==> src/design/udt_pkg.sv <==
// Shared types and pipeline constants for the Unix time to date text converter.
`timescale 1ns / 1ps

package udt_pkg;

   // Register stages in the calendar path, from day count to year halves
   localparam int CIVIL_STAGES = 9;

   // Register stages in the time-of-day split before alignment padding
   localparam int TOD_STAGES = 4;

   // Hour, minute and second of the local day, as binary values
   typedef struct packed {
      logic [4:0] hour;
      logic [5:0] minute;
      logic [5:0] second;
   } tod_type;

   // Calendar date, year split into centuries and years of the century
   typedef struct packed {
      logic [5:0] year_hi;
      logic [6:0] year_lo;
      logic [3:0] month;
      logic [4:0] day;
   } date_type;

endpackage

==> src/design/unix_time_to_date_text.sv <==
// Top level: Unix timestamp to local date and time as packed ASCII digits.
`timescale 1ns / 1ps

// Converts a 32-bit Unix timestamp plus a signed time-zone offset (reset
// +28800 s) into year, month, day, hour, minute and second, each given as
// ASCII decimal digits with the most significant character in the top 6 bits.
// The pipeline takes one request per clock while no result waits at the output
// and returns each result after four stages for the offset add and day split,
// nine for the calendar math and one for the digit conversion, which is also the
// output register. When a result waits at the output, every stage holds and
// req_ready drops in the same cycle. The offset register may be written at
// any time the pipeline holds no request.

module unix_time_to_date_text (
   input  logic               clock,
   input  logic               reset,
   input  logic               csr_valid,
   output logic               csr_ready,
   input  logic signed [16:0] csr_utc_offset_seconds,
   input  logic               req_valid,
   output logic               req_ready,
   input  logic [31:0]        req_unix_seconds,
   output logic               rsp_valid,
   input  logic               rsp_ready,
   output logic [29:0]        rsp_year_text,
   output logic [13:0]        rsp_month_text,
   output logic [13:0]        rsp_day_text,
   output logic [13:0]        rsp_hour_text,
   output logic [13:0]        rsp_minute_text,
   output logic [13:0]        rsp_second_text
);

   localparam logic signed [16:0] OFFSET_RESET = 17'sd28800;

   // Two ASCII digits of a value below 100, tens in the top byte
   function automatic logic [15:0] two_ascii(input logic [6:0] v);
      logic [3:0] tens;
      logic [6:0] ones;
      tens = '0;
      for (int k = 1; k < 10; k++) begin
         if (v >= 7'(k * 10)) begin
            tens = 4'(k);
         end
      end
      ones = v - {tens, 3'b000} - {2'b00, tens, 1'b0};
      return {4'h3, tens, 4'h3, ones[3:0]};
   endfunction

   logic signed [16:0] offset_ff;
   logic               en;
   logic               split_valid;
   logic [19:0]        days;
   logic [16:0]        sod;
   logic               civil_valid;
   udt_pkg::date_type  date;
   udt_pkg::tod_type   tod;
   logic [15:0]        hi_text;
   logic [15:0]        lo_text;
   logic               rsp_valid_ff;
   logic [29:0]        year_text_ff;
   logic [13:0]        month_text_ff;
   logic [13:0]        day_text_ff;
   logic [13:0]        hour_text_ff;
   logic [13:0]        minute_text_ff;
   logic [13:0]        second_text_ff;

   // Hold the whole pipeline while a result waits at the output
   assign en        = !rsp_valid_ff || rsp_ready;
   assign req_ready = en;
   assign csr_ready = 1'b1;

   // Offset register
   always_ff @(posedge clock) begin
      if (reset) begin
         offset_ff <= OFFSET_RESET;
      end else if (csr_valid) begin
         offset_ff <= csr_utc_offset_seconds;
      end
   end

   udt_split u_split (
      .clock        (clock),
      .reset        (reset),
      .en           (en),
      .in_valid     (req_valid),
      .unix_seconds (req_unix_seconds),
      .offset       (offset_ff),
      .out_valid    (split_valid),
      .days         (days),
      .sod          (sod)
   );

   udt_tod u_tod (
      .clock (clock),
      .en    (en),
      .sod   (sod),
      .tod   (tod)
   );

   udt_civil u_civil (
      .clock     (clock),
      .reset     (reset),
      .en        (en),
      .in_valid  (split_valid),
      .days      (days),
      .out_valid (civil_valid),
      .date      (date)
   );

   // Convert to digits into the output register
   assign hi_text = two_ascii(7'(date.year_hi));
   assign lo_text = two_ascii(date.year_lo);

   always_ff @(posedge clock) begin
      if (reset) begin
         rsp_valid_ff <= 1'b0;
      end else if (en) begin
         rsp_valid_ff <= civil_valid;
      end
   end

   always_ff @(posedge clock) begin
      if (en) begin
         year_text_ff   <= {hi_text[13:0], lo_text};
         month_text_ff  <= 14'(two_ascii(7'(date.month)));
         day_text_ff    <= 14'(two_ascii(7'(date.day)));
         hour_text_ff   <= 14'(two_ascii(7'(tod.hour)));
         minute_text_ff <= 14'(two_ascii(7'(tod.minute)));
         second_text_ff <= 14'(two_ascii(7'(tod.second)));
      end
   end

   assign rsp_valid       = rsp_valid_ff;
   assign rsp_year_text   = year_text_ff;
   assign rsp_month_text  = month_text_ff;
   assign rsp_day_text    = day_text_ff;
   assign rsp_hour_text   = hour_text_ff;
   assign rsp_minute_text = minute_text_ff;
   assign rsp_second_text = second_text_ff;

endmodule

==> src/design/udt_split.sv <==
// Offset add and split of local time into day count and seconds of the day.
`timescale 1ns / 1ps

module udt_split (
   input  logic               clock,
   input  logic               reset,
   input  logic               en,
   input  logic               in_valid,
   input  logic [31:0]        unix_seconds,
   input  logic signed [16:0] offset,
   output logic               out_valid,
   output logic [19:0]        days,
   output logic [16:0]        sod
);

   // 86400 = 128 * 675; divide the upper 25 bits by 675 through a reciprocal
   localparam logic [25:0] DAY_RECIP     = 26'd50903317;
   localparam logic [24:0] DAY_DIVISOR   = 25'd675;
   localparam logic [19:0] DAYS_TO_EPOCH = 20'd719468;

   logic [3:0]  valid_ff;
   logic [31:0] t_ff;
   logic [31:0] t_in;
   logic [50:0] prod_ff;
   logic [50:0] prod_in;
   logic [24:0] x_ff;
   logic [6:0]  lo2_ff;
   logic [15:0] q_ff;
   logic [15:0] q_in;
   logic [9:0]  rem_ff;
   logic [9:0]  rem_in;
   logic [6:0]  lo3_ff;
   logic [19:0] days_ff;
   logic [19:0] days_in;
   logic [16:0] sod_ff;
   logic [16:0] sod_in;

   // Add the sign-extended offset, wrapping at 32 bits
   assign t_in = unix_seconds + 32'(offset);

   // Multiply by the reciprocal of 675
   assign prod_in = 51'(t_ff[31:7]) * 51'(DAY_RECIP);

   // Take the quotient and the remainder in units of 128 seconds
   assign q_in   = prod_ff[50:35];
   assign rem_in = 10'(x_ff - 25'(q_in) * DAY_DIVISOR);

   // Rebase the day count to 0000-03-01 and rebuild seconds of the day
   assign days_in = 20'(q_ff) + DAYS_TO_EPOCH;
   assign sod_in  = {rem_ff, lo3_ff};

   // Advance valid bits
   always_ff @(posedge clock) begin
      if (reset) begin
         valid_ff <= '0;
      end else if (en) begin
         valid_ff <= {valid_ff[2:0], in_valid};
      end
   end

   // Advance data
   always_ff @(posedge clock) begin
      if (en) begin
         t_ff    <= t_in;
         prod_ff <= prod_in;
         x_ff    <= t_ff[31:7];
         lo2_ff  <= t_ff[6:0];
         q_ff    <= q_in;
         rem_ff  <= rem_in;
         lo3_ff  <= lo2_ff;
         days_ff <= days_in;
         sod_ff  <= sod_in;
      end
   end

   assign out_valid = valid_ff[3];
   assign days      = days_ff;
   assign sod       = sod_ff;

endmodule

==> src/design/udt_tod.sv <==
// Split of seconds of the day into hour, minute and second, padded to the date path.
`timescale 1ns / 1ps

module udt_tod (
   input  logic                  clock,
   input  logic                  en,
   input  logic [16:0]           sod,
   output udt_pkg::tod_type      tod
);

   localparam int TOD_PAD = udt_pkg::CIVIL_STAGES - udt_pkg::TOD_STAGES;

   // 3600 = 16 * 225 and 60 = 4 * 15, both through reciprocals
   localparam logic [13:0] HOUR_RECIP = 14'd9321;
   localparam logic [10:0] MIN_RECIP  = 11'd1093;

   logic [26:0]      hprod_ff;
   logic [16:0]      sod_ff;
   logic [4:0]       hour_ff;
   logic [4:0]       hour_in;
   logic [11:0]      rem_ff;
   logic [11:0]      rem_in;
   logic [20:0]      mprod_ff;
   logic [11:0]      rem2_ff;
   logic [4:0]       hour2_ff;
   logic [5:0]       minute_in;
   logic [5:0]       second_in;
   udt_pkg::tod_type tod_ff;
   udt_pkg::tod_type pad_ff [TOD_PAD];

   // Hour from the registered product, then the seconds left in the hour
   assign hour_in = 5'(hprod_ff[26:21]);
   assign rem_in  = 12'(sod_ff - 17'(hour_in) * 17'd3600);

   // Minute from the registered product, then the seconds left
   assign minute_in = 6'(mprod_ff[20:14]);
   assign second_in = 6'(rem2_ff - 12'(minute_in) * 12'd60);

   // Advance the stages and the alignment line
   always_ff @(posedge clock) begin
      if (en) begin
         hprod_ff      <= 27'(sod[16:4]) * 27'(HOUR_RECIP);
         sod_ff        <= sod;
         hour_ff       <= hour_in;
         rem_ff        <= rem_in;
         mprod_ff      <= 21'(rem_ff[11:2]) * 21'(MIN_RECIP);
         rem2_ff       <= rem_ff;
         hour2_ff      <= hour_ff;
         tod_ff.hour   <= hour2_ff;
         tod_ff.minute <= minute_in;
         tod_ff.second <= second_in;
         pad_ff[0]     <= tod_ff;
         for (int i = 1; i < TOD_PAD; i++) begin
            pad_ff[i] <= pad_ff[i-1];
         end
      end
   end

   assign tod = pad_ff[TOD_PAD-1];

endmodule

==> src/design/udt_civil.sv <==
// Era-based civil-from-days pipeline: day count to year, month and day.
`timescale 1ns / 1ps

module udt_civil (
   input  logic              clock,
   input  logic              reset,
   input  logic              en,
   input  logic              in_valid,
   input  logic [19:0]       days,
   output logic              out_valid,
   output udt_pkg::date_type date
);

   localparam logic [19:0] DAYS_PER_ERA = 20'd146097;
   localparam logic [16:0] RECIP_1460   = 17'd91930;   // (doe / 4) / 365
   localparam logic [18:0] RECIP_365    = 19'd367720;
   localparam logic [11:0] RECIP_153    = 12'd3427;
   localparam logic [12:0] RECIP_100    = 13'd5243;

   // First day of each month in the March-based year
   function automatic logic [8:0] month_start(input logic [3:0] mp);
      logic [8:0] r;
      case (mp)
         4'd0:    r = 9'd0;
         4'd1:    r = 9'd31;
         4'd2:    r = 9'd61;
         4'd3:    r = 9'd92;
         4'd4:    r = 9'd122;
         4'd5:    r = 9'd153;
         4'd6:    r = 9'd184;
         4'd7:    r = 9'd214;
         4'd8:    r = 9'd245;
         4'd9:    r = 9'd275;
         4'd10:   r = 9'd306;
         default: r = 9'd337;
      endcase
      return r;
   endfunction

   logic [udt_pkg::CIVIL_STAGES-1:0] valid_ff;

   // Stage 1: era and day of era
   logic [2:0]  era1_in;
   logic [2:0]  era1_ff;
   logic [17:0] doe1_ff;
   logic [17:0] doe1_in;
   // Stage 2: pieces of the leap correction
   logic [32:0] aprod2_ff;
   logic [2:0]  b2_in;
   logic [2:0]  b2_ff;
   logic        c2_ff;
   logic [17:0] doe2_ff;
   logic [2:0]  era2_ff;
   // Stage 3: corrected day count
   logic [17:0] n3_ff;
   logic [17:0] doe3_ff;
   logic [2:0]  era3_ff;
   // Stage 4: year-of-era product
   logic [36:0] yprod4_ff;
   logic [17:0] doe4_ff;
   logic [2:0]  era4_ff;
   // Stage 5: year of era and day of year
   logic [8:0]  yoe5_in;
   logic [8:0]  yoe5_ff;
   logic [1:0]  cent5;
   logic [17:0] base5;
   logic [8:0]  doy5_ff;
   logic [2:0]  era5_ff;
   // Stage 6: March-based month
   logic [10:0] v6;
   logic [22:0] mprod6;
   logic [3:0]  mp6_ff;
   logic [8:0]  doy6_ff;
   logic [8:0]  yoe6_ff;
   logic [2:0]  era6_ff;
   // Stage 7: civil month, day and year
   logic [3:0]  month7_in;
   logic [3:0]  month7_ff;
   logic [4:0]  day7_ff;
   logic [11:0] year7_ff;
   // Stage 8: century product
   logic [24:0] hprod8_ff;
   logic [11:0] year8_ff;
   logic [3:0]  month8_ff;
   logic [4:0]  day8_ff;
   // Stage 9: year halves
   logic [5:0]  hi9_in;
   udt_pkg::date_type date_ff;

   // Count the eras passed with independent compares
   always_comb begin
      era1_in = '0;
      for (int k = 1; k < 8; k++) begin
         if (days >= 20'(k * 146097)) begin
            era1_in = 3'(k);
         end
      end
   end
   assign doe1_in = 18'(days - 20'(era1_in) * DAYS_PER_ERA);

   // Count the 100-year boundaries within the era
   always_comb begin
      b2_in = '0;
      for (int k = 1; k < 5; k++) begin
         if (doe1_ff >= 18'(k * 36524)) begin
            b2_in = 3'(k);
         end
      end
   end

   // Year of era from its product; subtract the days before it
   assign yoe5_in = 9'(yprod4_ff[36:27]);
   always_comb begin
      cent5 = '0;
      for (int k = 1; k < 4; k++) begin
         if (yoe5_in >= 9'(k * 100)) begin
            cent5 = 2'(k);
         end
      end
   end
   assign base5 = 18'(yoe5_in) * 18'd365 + 18'(yoe5_in[8:2]) - 18'(cent5);

   // March-based month from (5 * doy + 2) / 153
   assign v6     = {doy5_ff, 2'b00} + 11'(doy5_ff) + 11'd2;
   assign mprod6 = 23'(v6) * 23'(RECIP_153);

   // Fold March-based month into calendar month
   assign month7_in = (mp6_ff < 4'd10) ? 4'(mp6_ff + 4'd3) : 4'(mp6_ff - 4'd9);

   assign hi9_in = 6'(hprod8_ff[24:19]);

   // Advance valid bits
   always_ff @(posedge clock) begin
      if (reset) begin
         valid_ff <= '0;
      end else if (en) begin
         valid_ff <= {valid_ff[udt_pkg::CIVIL_STAGES-2:0], in_valid};
      end
   end

   // Advance data
   always_ff @(posedge clock) begin
      if (en) begin
         era1_ff   <= era1_in;
         doe1_ff   <= doe1_in;

         aprod2_ff <= 33'(doe1_ff[17:2]) * 33'(RECIP_1460);
         b2_ff     <= b2_in;
         c2_ff     <= (doe1_ff == 18'd146096);
         doe2_ff   <= doe1_ff;
         era2_ff   <= era1_ff;

         n3_ff     <= 18'(doe2_ff - 18'(aprod2_ff[32:25]) + 18'(b2_ff) - 18'(c2_ff));
         doe3_ff   <= doe2_ff;
         era3_ff   <= era2_ff;

         yprod4_ff <= 37'(n3_ff) * 37'(RECIP_365);
         doe4_ff   <= doe3_ff;
         era4_ff   <= era3_ff;

         yoe5_ff   <= yoe5_in;
         doy5_ff   <= 9'(doe4_ff - base5);
         era5_ff   <= era4_ff;

         mp6_ff    <= mprod6[22:19];
         doy6_ff   <= doy5_ff;
         yoe6_ff   <= yoe5_ff;
         era6_ff   <= era5_ff;

         month7_ff <= month7_in;
         day7_ff   <= 5'(doy6_ff - month_start(mp6_ff) + 9'd1);
         year7_ff  <= 12'(yoe6_ff) + 12'(era6_ff) * 12'd400
                      + 12'(month7_in <= 4'd2);

         hprod8_ff <= 25'(year7_ff) * 25'(RECIP_100);
         year8_ff  <= year7_ff;
         month8_ff <= month7_ff;
         day8_ff   <= day7_ff;

         date_ff.year_hi <= hi9_in;
         date_ff.year_lo <= 7'(year8_ff - 12'(hi9_in) * 12'd100);
         date_ff.month   <= month8_ff;
         date_ff.day     <= day8_ff;
      end
   end

   assign out_valid = valid_ff[udt_pkg::CIVIL_STAGES-1];
   assign date      = date_ff;

endmodule
==> config.mk <==
export PLATFORM = sky130hd
export DESIGN_NAME = unix_time_to_date_text
export DESIGN_NICKNAME = d
export VERILOG_FILES = /design/src/design/udt_pkg.sv /design/src/design/unix_time_to_date_text.sv /design/src/design/udt_split.sv /design/src/design/udt_tod.sv /design/src/design/udt_civil.sv
export SDC_FILE = /design/constraint.sdc
export NUM_CORES = 2
export LEC_CHECK = 0
export BUFFER_PORTS_ARGS = -buffer_cell sky130_fd_sc_hd__clkbuf_2
export CORE_AREA = 2 2 556 392
export CTS_BUF_LIST = sky130_fd_sc_hd__clkbuf_8
export DETAILED_ROUTE_END_ITERATION = 16
export DIE_AREA = 0 0 558 394
export PLACE_DENSITY = 0.38
export SKIP_CTS_REPAIR_TIMING = 1
export SYNTH_ARGS = -nofsm -noshare
export SYNTH_HDL_FRONTEND = slang
export SYNTH_SLANG_ARGS = --single-unit
export TNS_END_PERCENT = 1
==> constraint.sdc <==
create_clock -name clock -period 25.1 [get_ports clock]
set_clock_uncertainty 0.2 [all_clocks]
set_input_delay 5.02 -clock clock [delete_from_list [all_inputs] [get_ports clock]]
set_output_delay 5.02 -clock clock [all_outputs]
set_load 0.02 [all_outputs]
# == Word-level counts from Yosys, hierarchy flattened ==
# Memory sizes are Yosys's and may differ from the RTL's. A register that Yosys moved wholly into a read port is not among the register bits.
# Index checks and enable logic that the tools add are counted.
# classes
n_eq_ne,1
reduce_logical,2
add_sub_neg,35
mul,14
mux,73
order_cmp,66
# ops
op,n
two-way mux 4 bit,50
"greater-or-equal comparator 20 bit, second input constant",4
"greater-or-equal comparator 6 x 7 -> 1 bit, second input constant",9
subtractor 4 bit,14
"greater-or-equal comparator 6 bit, second input constant",9
"multiplier 25 x 26 -> 51 bit, second input constant",1
"greater-or-equal comparator 5 x 7 -> 1 bit, second input constant",6
"greater-or-equal comparator 20 x 19 -> 1 bit, second input constant",2
"greater-or-equal comparator 18 x 17 -> 1 bit, second input constant",2
"greater-or-equal comparator 6 x 5 -> 1 bit, second input constant",6
"multiplier 18 x 16 -> 33 bit, second input constant",1
adder 32 bit,1
"multiplier 16 x 16 -> 32 bit, second input constant",1
"multiplier 13 x 14 -> 26 bit, second input constant",1
"multiplier 12 x 13 -> 25 bit, second input constant",1
"multiplier 11 x 12 -> 23 bit, second input constant",1
"greater-or-equal comparator 7 x 6 -> 1 bit, second input constant",3
"greater-or-equal comparator 7 bit, second input constant",3
"adder 16 x 20 -> 20 bit, second input constant",1
"greater-or-equal comparator 20 x 18 -> 1 bit, second input constant",1
"greater-or-equal comparator 5 bit, second input constant",4
"multiplier 10 x 11 -> 20 bit, second input constant",1
adder 18 x 3 -> 18 bit,1
"equality test 18 bit, second input constant",1
44 further kinds,67
# totals
ramBits,85
wordCells,253
rom_bits,144
reg_bits,639
n_memories,2
# mem_list
memory,depth,width,read_ports,rd_ports_with_merged_regs,wr,line_no,rtl
(no name shown),16,9,1,1,0,udt_civil.sv:23,case (mp)
u_tod.pad_ff,5,17,5,0,5,udt_tod.sv:29,udt_pkg::tod_type pad_ff [TOD_PAD];

# == Logic depth before layout (Yosys ltp) ==
# An unclocked memory read counts as a cell.
# depth
depth_word,14
ltp_mapped,34
depth_no_buf,34

# == By module ==
# A second synthesis with hierarchy kept.
# unflattened
cells_unflattened,4907
area_unflattened_um2,56374.1
# modules_own_cells
module,cells_each,instances,area_per_inst_um2,seq_area_each_um2
udt_civil,2347,1,26724.4,6646.4
udt_split,1585,1,17061.4,4043.9
udt_tod,590,1,8558.2,4594.4
unix_time_to_date_text,385,1,4030.1,1741.7

# == Worst setup path before layout ==
# OpenSTA, ideal clock, no wires.
# synth_timing
path_type,input to output
start,in rsp_ready
end,out req_ready
cell_stages,5
path_buffers,3
arrival_time_ns,20.233
required_time_ns,19.880
path_slack_ns,-0.353
cell_sequence,nor2b_1 > clkbuf_1 > inv_1 > clkbuf_1 > buf_1
# synth_via
elab_chain_cells,1
# synth_rtl
item,line_no,rtl
"start, declared",unix_time_to_date_text.sv:24,"input logic rsp_ready,"
logical OR 1 bit,unix_time_to_date_text.sv:68,assign en = !rsp_valid_ff || rsp_ready;
"end, declared",unix_time_to_date_text.sv:21,"output logic req_ready,"
# Every way passes these cells.

# == Final worst setup path ==
# Ends and elaborated chain as after synthesis.

==> metrics.cfg <==
[run_status]
status = finished, final reports clean

[timing]
finalSetupViolations = 0
period_share_pct = 45.0
finalCriticalPeriod_ns = 11.29
fmax_ghz = 0.0886
tightest_slew_ns = 1.07
holdWs_ns = 0.171
slew_headroom_pct = 28.9
rsz0062_at_grt = false
setup_tns_ns = 0
setup_ws_ns = 13.81
hold_viol = 0
slew_violations = 0

[final_layout]
final_cells = 7745
nNetsFinal = 6465
final_common_cell = ha_1
syn_to_final_growth_pct = 11.1
register_area_sq_um = 16700
drive_gt1_share_pct = 5.80
layout_common_cells = ha_1, inv_1, fa_1
num-fill-cells = 22400
multiInputGateArea_sq_um = 32600

[yosys]
synth-warning-count = 0
ys_seq_area_share_pct = 31.2
syn_inst = 4546
netlist_area_sq_um = 53500
ys_types = 80
async_reset_ff_share_pct = 0
synth-seq-cells = 567
synth_edf_count = 531
syn_avg_cell_area_sq_um = 11.8
ys.flop_type = edfxtp_1

[setup_path]
cp.required_ns = 19.88
end_kind = output port
path_max_fanout = 74
reg2regPathDepth = 29
crit_type = input pin to output port
arrival_ns = 6.07
crit_path_start_kind = input pin
reg2reg_slack_ns = 17.04

[cts]
clock_latency_ns = 0.82
clk_pin_slew_ns = 0.06
cts-root-buf = clkbuf_8
htree_levels = 3
cts_tree = done
cts.sinks = 567
cts_made_buffers = 102
cts_buffer_depth = 3

[floorplanning]
core_sq_um = 215000
row_count = 143
io_pins = 157
start_util_pct = 24.8
die_w_um = 558
fp.dieH_um = 394
die-area_sq_um = 220000

[place]
gp_congestion = 0.780
port_buffers = 101
dp_slack_ns = 13.77
dp.cells = 7553
hpwlAfterDp_um = 90000

[min_path]
min_path_cells = 0
hold_path.class = flop to flop

[route]
routed-via-count = 30400
drt_iter0_drc = 1365
wl_per_cell_um = 14.5
firstDrtPassIters = 5
drt.antenna.violating_nets = 0
wirelength_um = 113000
route.detailed.drc = 0
via_per_inst = 3.93

[global_routing]
grt_pass1_wl_um = 184000
grt_max_degree = 158
overflow = 0
grt.total_usage_pct = 10.6
grt_util_met1_pct = 16.9
use_met3_pct = 2.02
grt_pass1_vias = 32400
grt.met2_usage_pct = 14.5
antenna_found_initial = 6
grt-busiest-layer = met1

[run]
cap_violations = 0

==> layout make-up <==
class | instances | area share (%)
clock inverter | 86 | 0.773
antenna | 3 | 0.0126
tap | 2900 | 6.11
multi-input combinational | 2915 | 54.9
sequential | 567 | 28.0
clock buffer | 103 | 2.39
timing repair buffer | 127 | 1.20
inverter | 1044 | 6.61
==> per-stage QoR <==
stage	instance area (sq um)	util [%]
after floorplan	53700	-
after global placement	57500	26.7
after detailed placement	57500	26.7
after CTS	59400	27.6
after global routing	59400	27.6
final	59400	27.6
==> worst paths after layout <==
| check | from | to |
|---|---|---|
| setup reg to reg | u_civil.doy5_ff[0]$_DFFE_PN_ | flop |
| hold reg to reg | u_split.lo2_ff[1]$_DFFE_PN_ | u_split.lo3_ff[1]$_DFFE_PN_ |
| hold / removal | u_split.lo2_ff[1]$_DFFE_PN_ | u_split.lo3_ff[1]$_DFFE_PN_ |
| setup / recovery | rsp_ready | req_ready |
==> registers in the layout, summed over array words and instances, names as in the netlist, 15 cells and up, named ones only <==
register         count
u_split.prod_ff     16
u_tod.pad_ff        85
u_civil.n3_ff       18
u_civil.doe2_ff     18
u_civil.doe1_ff     18
u_split.t_ff        32
u_split.sod         17
u_civil.date        22
rsp_year_text       15
u_split.days        17
u_split.q_ff        16
offset_ff           17
u_tod.tod_ff        17
==> kinds of logic (layout without fill, tap and decap cells) <==
| logic type | Yosys count | after routing | synth area share, % |
|---|---|---|---|
| AO/OA/AOI/OAI | 487 | 487 | 5.88 |
| multiplexers | 18 | 18 | 0.339 |
| adder cells (fa/ha/maj) | 1656 | 1656 | 46.3 |
| buffers and inverters | 1117 | 1360 | 8.24 |
| AND/OR/NAND/NOR | 454 | 454 | 4.04 |
| XOR/XNOR | 245 | 245 | 4.01 |
| flip-flops | 567 | 567 | 31.2 |
| other | 2 | 58 | 0.0140 |
==> per-layer routing <==
metal	share of wire, %	vias up
met2	39	296
li1	-	15400
met4	1.4	6
met3	3.7	124
met1	56	14600
met5	0.025	-
==> cells in the mapped netlist, drive strengths merged, types with 25 or more instances <==
| master | n | share of area (%) |
|---|---|---|
| ha | 1114 | 26 |
| inv | 1044 | 7.3 |
| fa | 540 | 20 |
| edfxtp | 531 | 30 |
| xnor2 | 175 | 2.9 |
| a21oi | 159 | 1.5 |
| nor2 | 127 | 0.89 |
| nand2 | 126 | 0.88 |
| o21ai | 91 | 0.87 |
| a21o | 72 | 1.0 |
| xor2 | 70 | 1.1 |
| buf | 61 | 0.83 |
| nand3 | 39 | 0.36 |
| dfxtp | 36 | 1.3 |
| nor2b | 29 | 0.34 |
| nand2b | 28 | 0.33 |
| nor3 | 25 | 0.23 |
==> critical path: stages <==
cell      delay [ns]
clkbuf_2        0.08
nor2b_2         0.03
buf_4           0.21
inv_8           0.39
clkbuf_2        0.27
Power is left out: the tool's default activity adds up to more than one toggle a clock period on the data nets, which glitch-free logic cannot reach.
